### config.mk
export PLATFORM = sky130hd
export DESIGN_NAME = particle_sensor_frame_parser_flat
export DESIGN_NICKNAME = d
export VERILOG_FILES = /design/src/hdl/psfp_pkg.sv /design/src/hdl/psfp_if.sv /design/src/hdl/psfp_ram.sv /design/src/hdl/particle_sensor_frame_parser.sv /design/src/flat_wrapper.sv
export SDC_FILE = /design/constraint.sdc
export NUM_CORES = 1
export LEC_CHECK = 0
export ABC_AREA = 1
export BUFFER_PORTS_ARGS = -buffer_cell sky130_fd_sc_hd__buf_2
export CORE_UTILIZATION = 45
export CTS_CLUSTER_DIAMETER = 100
export CTS_CLUSTER_SIZE = 8
export DETAILED_ROUTE_END_ITERATION = 7
export HOLD_SLACK_MARGIN = 0.15
export PLACE_DENSITY_LB_ADDON = 0.15
export RECOVER_POWER = 25
export SLEW_MARGIN = 20
export SYNTH_ARGS = -nofsm -noshare
export SYNTH_HDL_FRONTEND = slang
export SYNTH_SLANG_ARGS = --single-unit
### constraint.sdc
create_clock -name clk -period 2.5 [get_ports clk]
set_input_delay 0.375 -clock clk [delete_from_list [all_inputs] [get_ports clk]]
set_output_delay 0.375 -clock clk [all_outputs]
set_load 0.1 [all_outputs]
### src/hdl/psfp_pkg.sv
package psfp_pkg;

  localparam int unsigned FRAME_BYTES = 32;
  localparam int unsigned SUM_BYTES   = 30;
  localparam int unsigned WORD_COUNT  = 14;
  localparam int unsigned EMIT_COUNT  = 13;

  localparam int unsigned POS_W   = $clog2(FRAME_BYTES);
  localparam int unsigned WADDR_W = $clog2(WORD_COUNT);

  localparam logic [7:0] START_BYTE = 8'h42;
  localparam logic [POS_W-1:0] SUM_END  = POS_W'(SUM_BYTES);
  localparam logic [POS_W-1:0] LAST_POS = POS_W'(FRAME_BYTES - 1);
  localparam logic [3:0] LAST_INDEX = 4'(EMIT_COUNT - 1);

  typedef enum logic [1:0] {
    ST_ACCEPT,
    ST_READ,
    ST_LOAD,
    ST_FAIL
  } psfp_state_t;

endpackage

### src/hdl/psfp_if.sv
interface psfp_in_if;
  logic       valid;
  logic       ready;
  logic [7:0] rx_byte;

  modport source (output valid, output rx_byte, input ready);
  modport sink (input valid, input rx_byte, output ready);
endinterface

interface psfp_out_if;
  logic        valid;
  logic        ready;
  logic [3:0]  word_index;
  logic [15:0] word_value;
  logic        frame_ok;
  logic        last;

  modport source (output valid, output word_index, output word_value, output frame_ok,
                  output last, input ready);
  modport sink (input valid, input word_index, input word_value, input frame_ok,
                input last, output ready);
endinterface

### src/hdl/psfp_ram.sv
module psfp_ram #(
  parameter int unsigned WIDTH = 16,
  parameter int unsigned DEPTH = 14
) (
  input  logic                     clk,
  input  logic                     wr_en,
  input  logic [$clog2(DEPTH)-1:0] wr_addr,
  input  logic [WIDTH-1:0]         wr_data,
  input  logic                     rd_en,
  input  logic [$clog2(DEPTH)-1:0] rd_addr,
  output logic [WIDTH-1:0]         rd_data
);

  logic [WIDTH-1:0] mem [DEPTH];

  always_ff @(posedge clk) begin
    if (wr_en) begin
      mem[wr_addr] <= wr_data;
    end
    if (rd_en) begin
      rd_data <= mem[rd_addr];
    end
  end

endmodule

### src/hdl/particle_sensor_frame_parser.sv
// Parses the 32-byte frames of a particle sensor's serial link. Bytes are taken one per
// cycle; outside a frame every byte but the start byte 0x42 is dropped. Frame words go
// into a small word store as they arrive, and the checksum is compared on the final byte.
// A good frame then yields 13 words (index 0 to 12, last on index 12), each fetched in
// a read state and then a load state, because every word goes through the store's single
// registered read port; a bad frame yields a single word with frame_ok low. No byte is
// taken while a run is being sent out.
module particle_sensor_frame_parser
  import psfp_pkg::*;
(
  input  logic      clk,
  input  logic      rst,
  psfp_in_if.sink   in_ch,
  psfp_out_if.source out_ch
);

  psfp_state_t state, state_next;

  logic                 searching, searching_next;
  logic [POS_W-1:0]     byte_pos, byte_pos_next;
  logic [15:0]          running_sum, running_sum_next;
  logic [7:0]           held_high, held_high_next;
  logic [3:0]           rd_idx, rd_idx_next;

  logic                 out_valid;
  logic [3:0]           out_index;
  logic [15:0]          out_value;
  logic                 out_ok;
  logic                 out_last;

  logic                 take;
  logic                 out_free;
  logic                 ld_word;
  logic                 ld_fail;
  logic [15:0]          word;

  logic                 wr_en;
  logic [WADDR_W-1:0]   wr_addr;
  logic                 rd_en;
  logic [15:0]          rd_data;

  assign in_ch.ready = (state == ST_ACCEPT);
  assign take        = in_ch.valid && in_ch.ready;
  assign out_free    = !out_valid || out_ch.ready;
  assign word        = {held_high, in_ch.rx_byte};
  // Word k sits at frame bytes 2k+2 and 2k+3.
  assign wr_addr     = WADDR_W'(byte_pos[POS_W-1:1] - 4'd1);

  psfp_ram #(
    .WIDTH (16),
    .DEPTH (WORD_COUNT)
  ) u_words (
    .clk     (clk),
    .wr_en   (wr_en),
    .wr_addr (wr_addr),
    .wr_data (word),
    .rd_en   (rd_en),
    .rd_addr (rd_idx[WADDR_W-1:0]),
    .rd_data (rd_data)
  );

  always_comb begin
    state_next       = state;
    searching_next   = searching;
    byte_pos_next    = byte_pos;
    running_sum_next = running_sum;
    held_high_next   = held_high;
    rd_idx_next      = rd_idx;
    wr_en            = 1'b0;
    rd_en            = 1'b0;
    ld_word          = 1'b0;
    ld_fail          = 1'b0;
    unique case (state)
      ST_ACCEPT: begin
        if (take) begin
          if (searching) begin
            if (in_ch.rx_byte == START_BYTE) begin
              searching_next   = 1'b0;
              running_sum_next = {8'd0, in_ch.rx_byte};
              byte_pos_next    = POS_W'(1);
            end
          end else begin
            byte_pos_next = byte_pos + POS_W'(1);
            if (byte_pos < SUM_END) begin
              running_sum_next = running_sum + {8'd0, in_ch.rx_byte};
            end
            if (!byte_pos[0]) begin
              held_high_next = in_ch.rx_byte;
            end else if (byte_pos == LAST_POS) begin
              searching_next = 1'b1;
              byte_pos_next  = '0;
              rd_idx_next    = '0;
              state_next     = (word == running_sum) ? ST_READ : ST_FAIL;
            end else if (byte_pos >= POS_W'(3)) begin
              wr_en = 1'b1;
            end
          end
        end
      end
      ST_READ: begin
        rd_en      = 1'b1;
        state_next = ST_LOAD;
      end
      ST_LOAD: begin
        if (out_free) begin
          ld_word     = 1'b1;
          rd_idx_next = rd_idx + 4'd1;
          state_next  = (rd_idx == LAST_INDEX) ? ST_ACCEPT : ST_READ;
        end
      end
      ST_FAIL: begin
        if (out_free) begin
          ld_fail    = 1'b1;
          state_next = ST_ACCEPT;
        end
      end
      default: state_next = ST_ACCEPT;
    endcase
  end

  always_ff @(posedge clk) begin
    if (rst) begin
      state       <= ST_ACCEPT;
      searching   <= 1'b1;
      byte_pos    <= '0;
      running_sum <= '0;
      held_high   <= '0;
      rd_idx      <= '0;
    end else begin
      state       <= state_next;
      searching   <= searching_next;
      byte_pos    <= byte_pos_next;
      running_sum <= running_sum_next;
      held_high   <= held_high_next;
      rd_idx      <= rd_idx_next;
    end
  end

  always_ff @(posedge clk) begin
    if (rst) begin
      out_valid <= 1'b0;
    end else if (ld_word || ld_fail) begin
      out_valid <= 1'b1;
    end else if (out_ch.ready) begin
      out_valid <= 1'b0;
    end
  end

  always_ff @(posedge clk) begin
    if (ld_word) begin
      out_index <= rd_idx;
      out_value <= rd_data;
      out_ok    <= 1'b1;
      out_last  <= (rd_idx == LAST_INDEX);
    end else if (ld_fail) begin
      out_index <= '0;
      out_value <= '0;
      out_ok    <= 1'b0;
      out_last  <= 1'b1;
    end
  end

  assign out_ch.valid      = out_valid;
  assign out_ch.word_index = out_index;
  assign out_ch.word_value = out_value;
  assign out_ch.frame_ok   = out_ok;
  assign out_ch.last       = out_last;

endmodule

### src/flat_wrapper.sv
// flat-port wrapper written by rule: the top's interface ports become plain ports
module particle_sensor_frame_parser_flat import psfp_pkg::*;
  (clk, rst, in_ch_valid, in_ch_rx_byte, in_ch_ready, out_ch_valid, out_ch_word_index, out_ch_word_value, out_ch_frame_ok, out_ch_last, out_ch_ready);
  psfp_in_if in_ch_i ();
  psfp_out_if out_ch_i ();
  input  logic clk;
  input  logic rst;
  input wire logic [$bits(in_ch_i.valid)-1:0] in_ch_valid;
  input wire logic [$bits(in_ch_i.rx_byte)-1:0] in_ch_rx_byte;
  output wire logic [$bits(in_ch_i.ready)-1:0] in_ch_ready;
  output wire logic [$bits(out_ch_i.valid)-1:0] out_ch_valid;
  output wire logic [$bits(out_ch_i.word_index)-1:0] out_ch_word_index;
  output wire logic [$bits(out_ch_i.word_value)-1:0] out_ch_word_value;
  output wire logic [$bits(out_ch_i.frame_ok)-1:0] out_ch_frame_ok;
  output wire logic [$bits(out_ch_i.last)-1:0] out_ch_last;
  input wire logic [$bits(out_ch_i.ready)-1:0] out_ch_ready;
  assign in_ch_i.valid = in_ch_valid;
  assign in_ch_i.rx_byte = in_ch_rx_byte;
  assign in_ch_ready = in_ch_i.ready;
  assign out_ch_valid = out_ch_i.valid;
  assign out_ch_word_index = out_ch_i.word_index;
  assign out_ch_word_value = out_ch_i.word_value;
  assign out_ch_frame_ok = out_ch_i.frame_ok;
  assign out_ch_last = out_ch_i.last;
  assign out_ch_i.ready = out_ch_ready;
  particle_sensor_frame_parser u_core (.clk(clk), .rst(rst), .in_ch(in_ch_i), .out_ch(out_ch_i));
endmodule
==> key figures, run 1 <==
STA
  – Fin. max-slew vios: 0
  – Hold_ws: 0.180 ns
  – Tcrit/Tclk final: 90.0%
  – Fin Setup TNS: 0 ns
  – Worst relative slew slack: 23.7%
  – Final WS setup: 0.251 ns
  – Setup Skew: 0.0168 ns
  – Minimum clock period: 2.25 ns
  – Final setup viols: 0
  – Fmax achieved: 445 MHz
  – Hold Fails Final Rpt: 0
  – Least-Margin Pin Slew: 1.14 ns
  – RSZ-0062 raised after global routing: false

Logic synthesis
  – Post-Syn Area: 12400 um^2
  – Async set or reset register ratio after synthesis: 0%
  – Synth Net Count: 1119
  – Seq/Total Area, Yosys: 69.1%
  – Synth Area per Inst: 11.4 um^2
  – Main synth FF type: edfxtp_1
  – Cells after Synth: 1094
  – Post-synth EDFFs: 261
  – Synth Register Bits: 299
  – Ys Warns: 0
  – Synth cell types: 44

Detailed routing
  – 1st-pass router iterations: 5
  – DR iter-0 viols: 779
  – Wire per inst: 20.2 um
  – Detailed Route WL: 31100 um
  – Via/cell ratio: 5.50
  – Antenna Nets Post-Route: 0
  – Via count: 8447
  – DR DRC count: 0

Critical path
  – Setup Crit Path Kind: reg -> reg
  – R2R Setup Slk: 0.25 ns
  – Crit path max fanout: 11
  – Startpoint Class: register
  – Reg-to-reg startpoint: u_core.byte_pos[0]$_SDFFE_PP0P_
  – Worst Setup End Kind: register
  – Worst Setup SP: u_core.byte_pos[0]$_SDFFE_PP0P_
  – Worst EP required: 2.72 ns
  – Crit path DAT: 2.47 ns

Place
  – Pre-CTS WS: 0.199 ns
  – I/O Buffers: 35
  – DP Wirelength: 19800 um
  – Gpl congestion: 0.925

Clocking
  – Total CTS buffers: 43
  – CTS Root Cell: clkbuf_16
  – Register clock-pin slew on the reported worst setup and hold paths: 0.05 ns
  – TritonCTS clock tree: built
  – CTS H-tree depth: 2
  – Clock latency on the worst-skew pair: 0.53 ns
  – Clock sink count: 299
  – Clock Path Buffers: 3
  – Setup bufs post-CTS: 0

Cells and area
  – Most frequent cells in the layout: 261 x edfxtp_1, 190 x nor2_1, 151 x o21ai_0, 102 x nand2_1, 82 x inv_1
  – Leading cell type in the layout, fill and taps excluded: edfxtp_1
  – Diode count: 0
  – Area grow syn2layout: 17.1%
  – Fraction of layout cells with a size suffix above 1: 12.5%
  – Fin nets: 1197

Power
  – Worst VDD drop: 497 uV
  – Pwr/cell area: 898 nW/um^2
  – Pwr Total: 13100 uW
  – Leakage power total: 0.00525 uW

Global routing
  – Vias in the first global route: 8247
  – Gr ovfl total: 0
  – Largest net degree at the start of global routing: 77
  – Tot GR Track Use: 22.8%
  – Antenna violations before repair: 0
  – First-pass GRT wire length: 48700 um

Floorplan
  – Rows: 60
  – Area of the die: 28300 um^2
  – I/O pin cnt: 36
  – Initial Util: 46.0%
  – Die height: 168 um
  – Die W: 168 um
  – Core ar.: 27000 um^2

Worst hold path
  – Hold_sp: out_ch_ready
  – Min-delay worst type: in -> reg

Run status
  – Outcome: complete, no violations

Flow run
  – Max Cap Violations: 0
[cells by family (layout without fill, tap and decap cells)]
logic type / after synthesis / after routing / synth area share [%]
and+or+nand+nor: 376 / 376 / 12.7
DFF: 299 / 299 / 69.1
AOI/OAI and AO/OA: 257 / 257 / 11.7
buffers and inverters: 140 / 242 / 4.45
adders and majority gates: 13 / 13 / 1.37
xor gates and xnor gates: 9 / 9 / 0.633
[synthesized netlist by cell type, types with 2 or more instances]
master	n	share of area, %
edfxtp_1	261	63
nor2_1	204	6.2
o21ai_0	151	6.1
nand2_1	102	3.1
inv_1	82	2.5
a21oi_1	46	1.8
dfxtp_1	38	6.1
nand3_1	38	1.5
clkbuf_1	35	1.1
o221ai_1	28	2.0
o22ai_1	21	1.1
buf_2	15	0.60
ha_1	12	1.2
nand4_1	10	0.50
nor3_1	5	0.20
xor2_1	5	0.35
o211ai_1	4	0.24
xnor2_1	4	0.28
buf_1	3	0.090
inv_2	3	0.090
nor4_1	3	0.15
nor2_4	2	0.18
[critical path, stage by stage, from the launching register on]
cell	delay, ns
dfxtp_1	0.34
ha_1	0.22
inv_1	0.08
nor2_1	0.05
ha_1	0.22
nor3_1	0.13
nand2_1	0.15
nor2_1	0.21
nand3_2	0.17
nor2_2	0.14
buf_4	0.22
[power breakdown]
| part | switching (uW) | leakage, uW | internal (uW) |
|---|---|---|---|
| Sequential | 112 | 0.00269 | 5630 |
| Combinational | 1670 | 0.00198 | 445 |
| Clock | 2010 | 0.000580 | 3220 |
[routing by layer]
metal | routed length (um) | GRT usage [%] | up-vias
met2 | 14800 | 37.8 | 245
met5 | 0 | 0 | -
met3 | 1690 | 3.10 | 48
met4 | 689 | 6.76 | 0
li1 | - | - | 4039
met1 | 13900 | 31.5 | 4115
[metrics by stage]
stage,instances,util [%],instance area (um^2)
global placement,1468,49.6,13400
global route,1537,53.9,14600
CTS,1537,54.1,14600
finish,1537,53.9,14600
detailed placement,1468,49.6,13400
floorplan,1094,-,12400
[repair_timing]
| item | 4_1_cts | 5_1_grt |
|---|---|---|
| setup endpoints to repair | 0 | 38 |
| endpoints found under the hold margin | 0 | 0 |
| gates resized for setup | 0 | 1 |
| hold buffers | 0 | 0 |
[layout make-up]
| cell class | count | area (um^2) |
|---|---|---|
| Multi-Input combinational cell | 655 | 3340 |
| Sequential cell | 299 | 8600 |
| Inverter | 86 | 327 |
| Fill cell | 2336 | 12500 |
| Tap cell | 341 | 427 |
| Timing Repair Buffer | 87 | 656 |
| Clock buffer | 66 | 1180 |
| Clock inverter | 3 | 32.5 |
[registers in the layout, indices dropped and copies added (netlist names)]
name and count:
u_core.searching 1, u_core.out_ch.word_value 16, u_core.state 2, u_core.u_words.mem 224, u_core.out_ch.word_index 4, u_core.out_ch.valid 1
u_core.byte_pos 5, u_core.out_ch.last 1, u_core.out_ch.frame_ok 1, u_core.running_sum 16, u_core.rd_idx 4, u_core.held_high 8
u_core.u_words.rd_data 16
[path summary, 6_finish.rpt]
kind	to	depth (start not counted)
min	u_core.out_ch.valid$_SDFFE_PP0P_	4
max	u_core.u_words.mem[4][13]$_DFFE_PP_	10
min reg2reg	u_core.held_high[2]$_SDFFE_PP0P_	2
max reg2reg	u_core.u_words.mem[4][13]$_DFFE_PP_	10
(Power assumes the default switching activity.)
==> inputs of run 2 (changes only) <==
- PLACE_DENSITY_LB_ADDON: 0.15 -> 0.1
==> run 2 against run 1 <==
Against the previous run:
- maximum frequency decreased by 1.2%
- count of clock-buffer cells in the layout increased by 3
- first-iteration DRC count increased by 9.4%
- hold slack improved by 0.029 ns
- critical path type unchanged
==> key figures, run 2 (same netlist as run 1, synthesis figures left out) <==
STA
  – Least-Margin Pin Slew: 1.04 ns
  – Worst relative slew slack: 30.3%
  – Fin Setup TNS: 0 ns
  – Final setup viols: 0
  – Final WS setup: 0.224 ns
  – Fin. max-slew vios: 0
  – RSZ-0062 raised after global routing: false
  – Hold_ws: 0.208 ns
  – Minimum clock period: 2.28 ns
  – Hold Fails Final Rpt: 0
  – Tcrit/Tclk final: 91.1%
  – Setup Skew: 0.0125 ns
  – Fmax achieved: 439 MHz

Detailed routing
  – Detailed Route WL: 32400 um
  – Antenna Nets Post-Route: 0
  – DR DRC count: 0
  – Via count: 8470
  – Via/cell ratio: 5.49
  – DR iter-0 viols: 852
  – Wire per inst: 21.0 um
  – 1st-pass router iterations: 5

Cells and area
  – Leading cell type in the layout, fill and taps excluded: edfxtp_1
  – Fraction of layout cells with a size suffix above 1: 12.6%
  – Final Non-Filler Cells: 1544
  – Register Area: 8600 um^2
  – # fillers: 2306
  – Multi-input gate area: 3340 um^2
  – Most frequent cells in the layout: 261 x edfxtp_1, 190 x nor2_1, 151 x o21ai_0, 102 x nand2_1, 82 x inv_1
  – Fin nets: 1202
  – Most flop-heavy register: u_core.u_words.mem
  – Max FFs per register: 224
  – Area grow syn2layout: 17.9%

Place
  – Cell total after placement: 1473
  – I/O Buffers: 35
  – Gpl congestion: 0.871
  – Pre-CTS WS: 0.180 ns
  – DP Wirelength: 20700 um

Floorplan
  – Area of the die: 28300 um^2
  – Rows: 60
  – Initial Util: 46.0%
  – I/O pin cnt: 36
  – Core ar.: 27000 um^2
  – Die W: 168 um
  – Die height: 168 um

Power
  – Leakage power total: 0.00528 uW
  – Sequential power share: 43.2%
  – Pwr Total: 13200 uW
  – Comb pwr share: 16.7%
  – Worst VDD drop: 529 uV
  – Pwr/cell area: 901 nW/um^2
  – Sw Pwr: 3850 uW
  – Pint: 9370 uW
  – Sw Ratio: 29.1%
  – Clk network pwr share: 40.1%

Global routing
  – Antenna violations before repair: 0
  – Gr ovfl total: 0
  – Vias in the first global route: 8135
  – Tot GR Track Use: 23.5%
  – First-pass GRT wire length: 49500 um
  – Largest net degree at the start of global routing: 115

Clocking
  – CTS H-tree depth: 2
  – Setup bufs post-CTS: 0
  – Clock latency on the worst-skew pair: 0.52 ns
  – TritonCTS clock tree: built
  – Hold-fix buffers, CTS: 0
  – Total CTS buffers: 43
  – CTS Root Cell: clkbuf_16
  – Clock sink count: 299
  – Resized cells post-CTS: 0
  – Register clock-pin slew on the reported worst setup and hold paths: 0.05 ns
  – Clock Path Buffers: 3

Run status
  – Outcome: complete, no violations

Critical path
  – Crit path max fanout: 5
  – Worst EP required: 2.72 ns
  – Setup Crit Path Kind: reg -> reg
  – Crit path DAT: 2.50 ns
  – Worst Setup End Kind: register
  – Reg-to-reg startpoint: u_core.byte_pos[0]$_SDFFE_PP0P_
  – Reg-to-Reg End: u_core.u_words.mem[8][3]$_DFFE_PP_
  – R2R Setup Slk: 0.22 ns
  – Startpoint Class: register
  – Worst r2r path cells: 10

Worst hold path
  – Hold Path Cell Cnt: 4
  – Min-delay worst type: in -> reg
  – Min-Delay Endpoint: u_core.out_ch.valid$_SDFFE_PP0P_
  – Hold_sp: out_ch_ready

Flow run
  – Max Cap Violations: 0
-- run 2: worst max path at each step --
stage,start,end
after floorplan,u_core.byte_pos[0]$_SDFFE_PP0P_,u_core.u_words.mem[0][0]$_DFFE_PP_
after global placement,u_core.byte_pos[0]$_SDFFE_PP0P_,u_core.u_words.mem[8][5]$_DFFE_PP_
after detailed placement,u_core.byte_pos[0]$_SDFFE_PP0P_,u_core.u_words.mem[8][4]$_DFFE_PP_
after CTS,u_core.byte_pos[0]$_SDFFE_PP0P_,u_core.u_words.mem[8][3]$_DFFE_PP_
after global routing,u_core.byte_pos[0]$_SDFFE_PP0P_,u_core.u_words.mem[8][3]$_DFFE_PP_
final,u_core.byte_pos[0]$_SDFFE_PP0P_,u_core.u_words.mem[8][3]$_DFFE_PP_
-- run 2: cell type report --
type / count / area share (%)
multi-input combinational: 655 / 22.8
sequential: 299 / 58.6
clock inverter: 1 / 0.0512
timing repair buffer: 92 / 5.12
clock buffer: 69 / 8.29
antenna: 1 / 0.0171
tap: 341 / 2.91
inverter: 86 / 2.23
-- run 2: per-stage QoR --
stage / area (um^2) / utilization (%)
after global placement: 13500 / 49.9
after CTS: 14700 / 54.5
after global routing: 14700 / 54.3
after detailed placement: 13500 / 49.9
final: 14700 / 54.3
after floorplan: 12400 / -
-- run 2: power groups by stage --
stage / Combinational, uW / Clock (uW) / Sequential, uW
after floorplan: 992 / 0 / 6320
after global placement: 2210 / 0 / 5810
final: 2200 / 5300 / 5710
after global routing: 2370 / 5560 / 5720
after CTS: 2220 / 5360 / 5710
after detailed placement: 2220 / 0 / 5810
-- run 2: metal layers --
metal | share of wire, % | GRT usage, % | vias up
met5 | 0 | 0 | -
met4 | 1.8 | 6.84 | 0
met3 | 7.3 | 4.70 | 42
met2 | 46 | 36.2 | 278
met1 | 45 | 33.7 | 4101
li1 | - | - | 4049
-- run 2: worst max-delay path, stage by stage, from the launching register on --
cell and delay [ns]:
dfxtp_1 0.34, ha_1 0.22, inv_1 0.07, nor2_1 0.05
ha_1 0.24, nor3_1 0.15, nand2_1 0.14, nor2_1 0.19
nand3_2 0.18, nor2_2 0.21, buf_4 0.18
==> inputs of run 3 (changes only) <==
- clock period: 2.5 -> 2.3 ns (I/O delays scaled with it)
==> run 3 against run 2 <==
Against the previous run:
- worst setup slack worse by 0.039 ns
- combinational power grew 6%
- count of clock-buffer cells in the layout up 8
- critical endpoint is now in_ch_ready
- via count down 1.2%
- highest routed layer unchanged
- die area unchanged
- flip-flop and latch count stayed put
- largest power group unchanged
- core utilization increased by 0.42 points
- sequential share of layout area fell by 0.45 points
- register-to-register slack is essentially flat
- first-iteration DRC count shrank 16%
==> key figures, run 3 (same netlist as run 1, synthesis figures left out) <==
Cells and area
  – Most frequent cells in the layout: 261 x edfxtp_1, 189 x nor2_1, 151 x o21ai_0, 102 x nand2_1, 82 x inv_1
  – Area grow syn2layout: 18.9%
  – Max FFs per register: 224
  – Register Area: 8600 um^2
  – Diode count: 0
  – Leading cell type in the layout, fill and taps excluded: edfxtp_1
  – Fin nets: 1212
  – Most flop-heavy register: u_core.u_words.mem
  – # fillers: 2323
  – Fin util: 54.7%
  – Multi-input gate area: 3360 um^2
  – Fraction of layout cells with a size suffix above 1: 13.3%

Critical path
  – Peak per-stage delay on the critical path: 0.49 ns
  – Worst Setup End Kind: output port
  – Critical-path cell list: nor2_4 > buf_2
  – Crit path DAT: 1.77 ns
  – Worst Setup SP: u_core.state[1]$_SDFFE_PP0P_
  – Worst EP required: 1.96 ns
  – R2R Setup Slk: 0.22 ns
  – Startpoint Class: register
  – Setup Crit Path Kind: reg -> out
  – Reg-to-reg startpoint: u_core.byte_pos[0]$_SDFFE_PP0P_
  – Crit path max-delay cell type: buf_2
  – Crit path max fanout: 6

Place
  – I/O Buffers: 35
  – Pre-CTS WS: 0.0925 ns
  – Gpl congestion: 0.869
  – DP Wirelength: 20000 um

STA
  – Worst relative slew slack: 40.7%
  – Final setup viols: 0
  – Fin Setup TNS: 0 ns
  – Least-Margin Pin Slew: 0.890 ns
  – Final WS setup: 0.184 ns
  – RSZ-0062 raised after global routing: false
  – Tcrit/Tclk final: 92.0%
  – Fmax achieved: 473 MHz
  – Minimum clock period: 2.12 ns
  – Fin. max-slew vios: 0
  – Hold_ws: 0.216 ns
  – Setup Skew: 0.0220 ns
  – Hold Fails Final Rpt: 0

Clocking
  – TritonCTS clock tree: built
  – CTS H-tree depth: 2
  – Register clock-pin slew on the reported worst setup and hold paths: 0.05 ns
  – Clock Path Buffers: 3
  – CTS Root Cell: clkbuf_16
  – Total CTS buffers: 43
  – Clock latency on the worst-skew pair: 0.52 ns
  – Setup bufs post-CTS: 0
  – Clock sink count: 299

Detailed routing
  – DR DRC count: 0
  – DR iter-0 viols: 719
  – 1st-pass router iterations: 5
  – Via count: 8368
  – Detailed Route WL: 30800 um
  – Via/cell ratio: 5.35
  – Antenna Nets Post-Route: 0
  – Wire per inst: 19.7 um

Worst hold path
  – Hold_sp: in_ch_valid
  – Min-delay worst type: in -> reg

Power
  – Pwr/cell area: 969 nW/um^2
  – Worst VDD drop: 563 uV
  – Leakage power total: 0.00535 uW

Floorplan
  – I/O pin cnt: 36
  – Core ar.: 27000 um^2
  – Die W: 168 um
  – Rows: 60
  – Initial Util: 46.0%
  – Die height: 168 um
  – Area of the die: 28300 um^2

Global routing
  – Vias in the first global route: 8152
  – Antenna violations before repair: 0
  – First-pass GRT wire length: 47300 um
  – Largest net degree at the start of global routing: 66
  – Tot GR Track Use: 22.3%
  – Gr ovfl total: 0

Run status
  – Outcome: complete, no violations

Flow run
  – Max Cap Violations: 0
-- run 3: timing repair --
item / 4_1_cts / 5_1_grt
hold endpoints to repair: 2 / 0
gates resized for setup: 0 / 5
endpoints found under the setup margin: 0 / 90
hold buffers: 2 / 0
-- run 3: worst max-delay path: cells and delay by family (launching register included) --
kind / cells / cell delay, ns
simple gates: 1 / 0.32
flops: 1 / 0.44
buf+inv: 1 / 0.49
-- run 3: worst paths after layout --
path | cells past startpoint | end
setup / recovery | 2 | in_ch_ready
hold / removal | 5 | u_core.searching$_SDFFE_PP1P_
setup reg to reg | 10 | u_core.u_words.mem[6][0]$_DFFE_PP_
hold reg to reg | 2 | u_core.out_ch.frame_ok$_SDFFE_PP1P_
-- run 3: where the power goes --
group,total [uW],switching (uW),internal (uW)
sequential,6240,120,6120
clock,5760,2190,3570
combinational,2330,1810,523
total,14300,4120,10200
-- run 3: per-layer routing --
metal	vias up	track usage, %	share of wire [%]
met2	225	35.4	47
met5	-	0	0
li1	4087	-	-
met3	53	4.18	5.4
met4	0	7.39	2.3
met1	4003	30.9	46
-- run 3: area by class of cell --
cell class / instances / area share, %
Tap cell: 341 / 2.88
Inverter: 86 / 2.21
Multi-Input combinational cell: 655 / 22.7
Clock inverter: 3 / 0.211
Sequential cell: 299 / 58.2
Timing Repair Buffer: 102 / 5.52
Clock buffer: 77 / 8.28
-- run 3: metrics by stage --
| step | total power (uW) | area [um^2] | cells |
|---|---|---|---|
| 5_1_grt | 14900 | 14800 | 1563 |
| 2_1_floorplan | 7950 | 12500 | 1094 |
| 6_report | 14300 | 14800 | 1563 |
| 4_1_cts | 14500 | 14800 | 1563 |
| 3_3_place_gp | 8670 | 13500 | 1481 |
| 3_5_place_dp | 8680 | 13500 | 1481 |
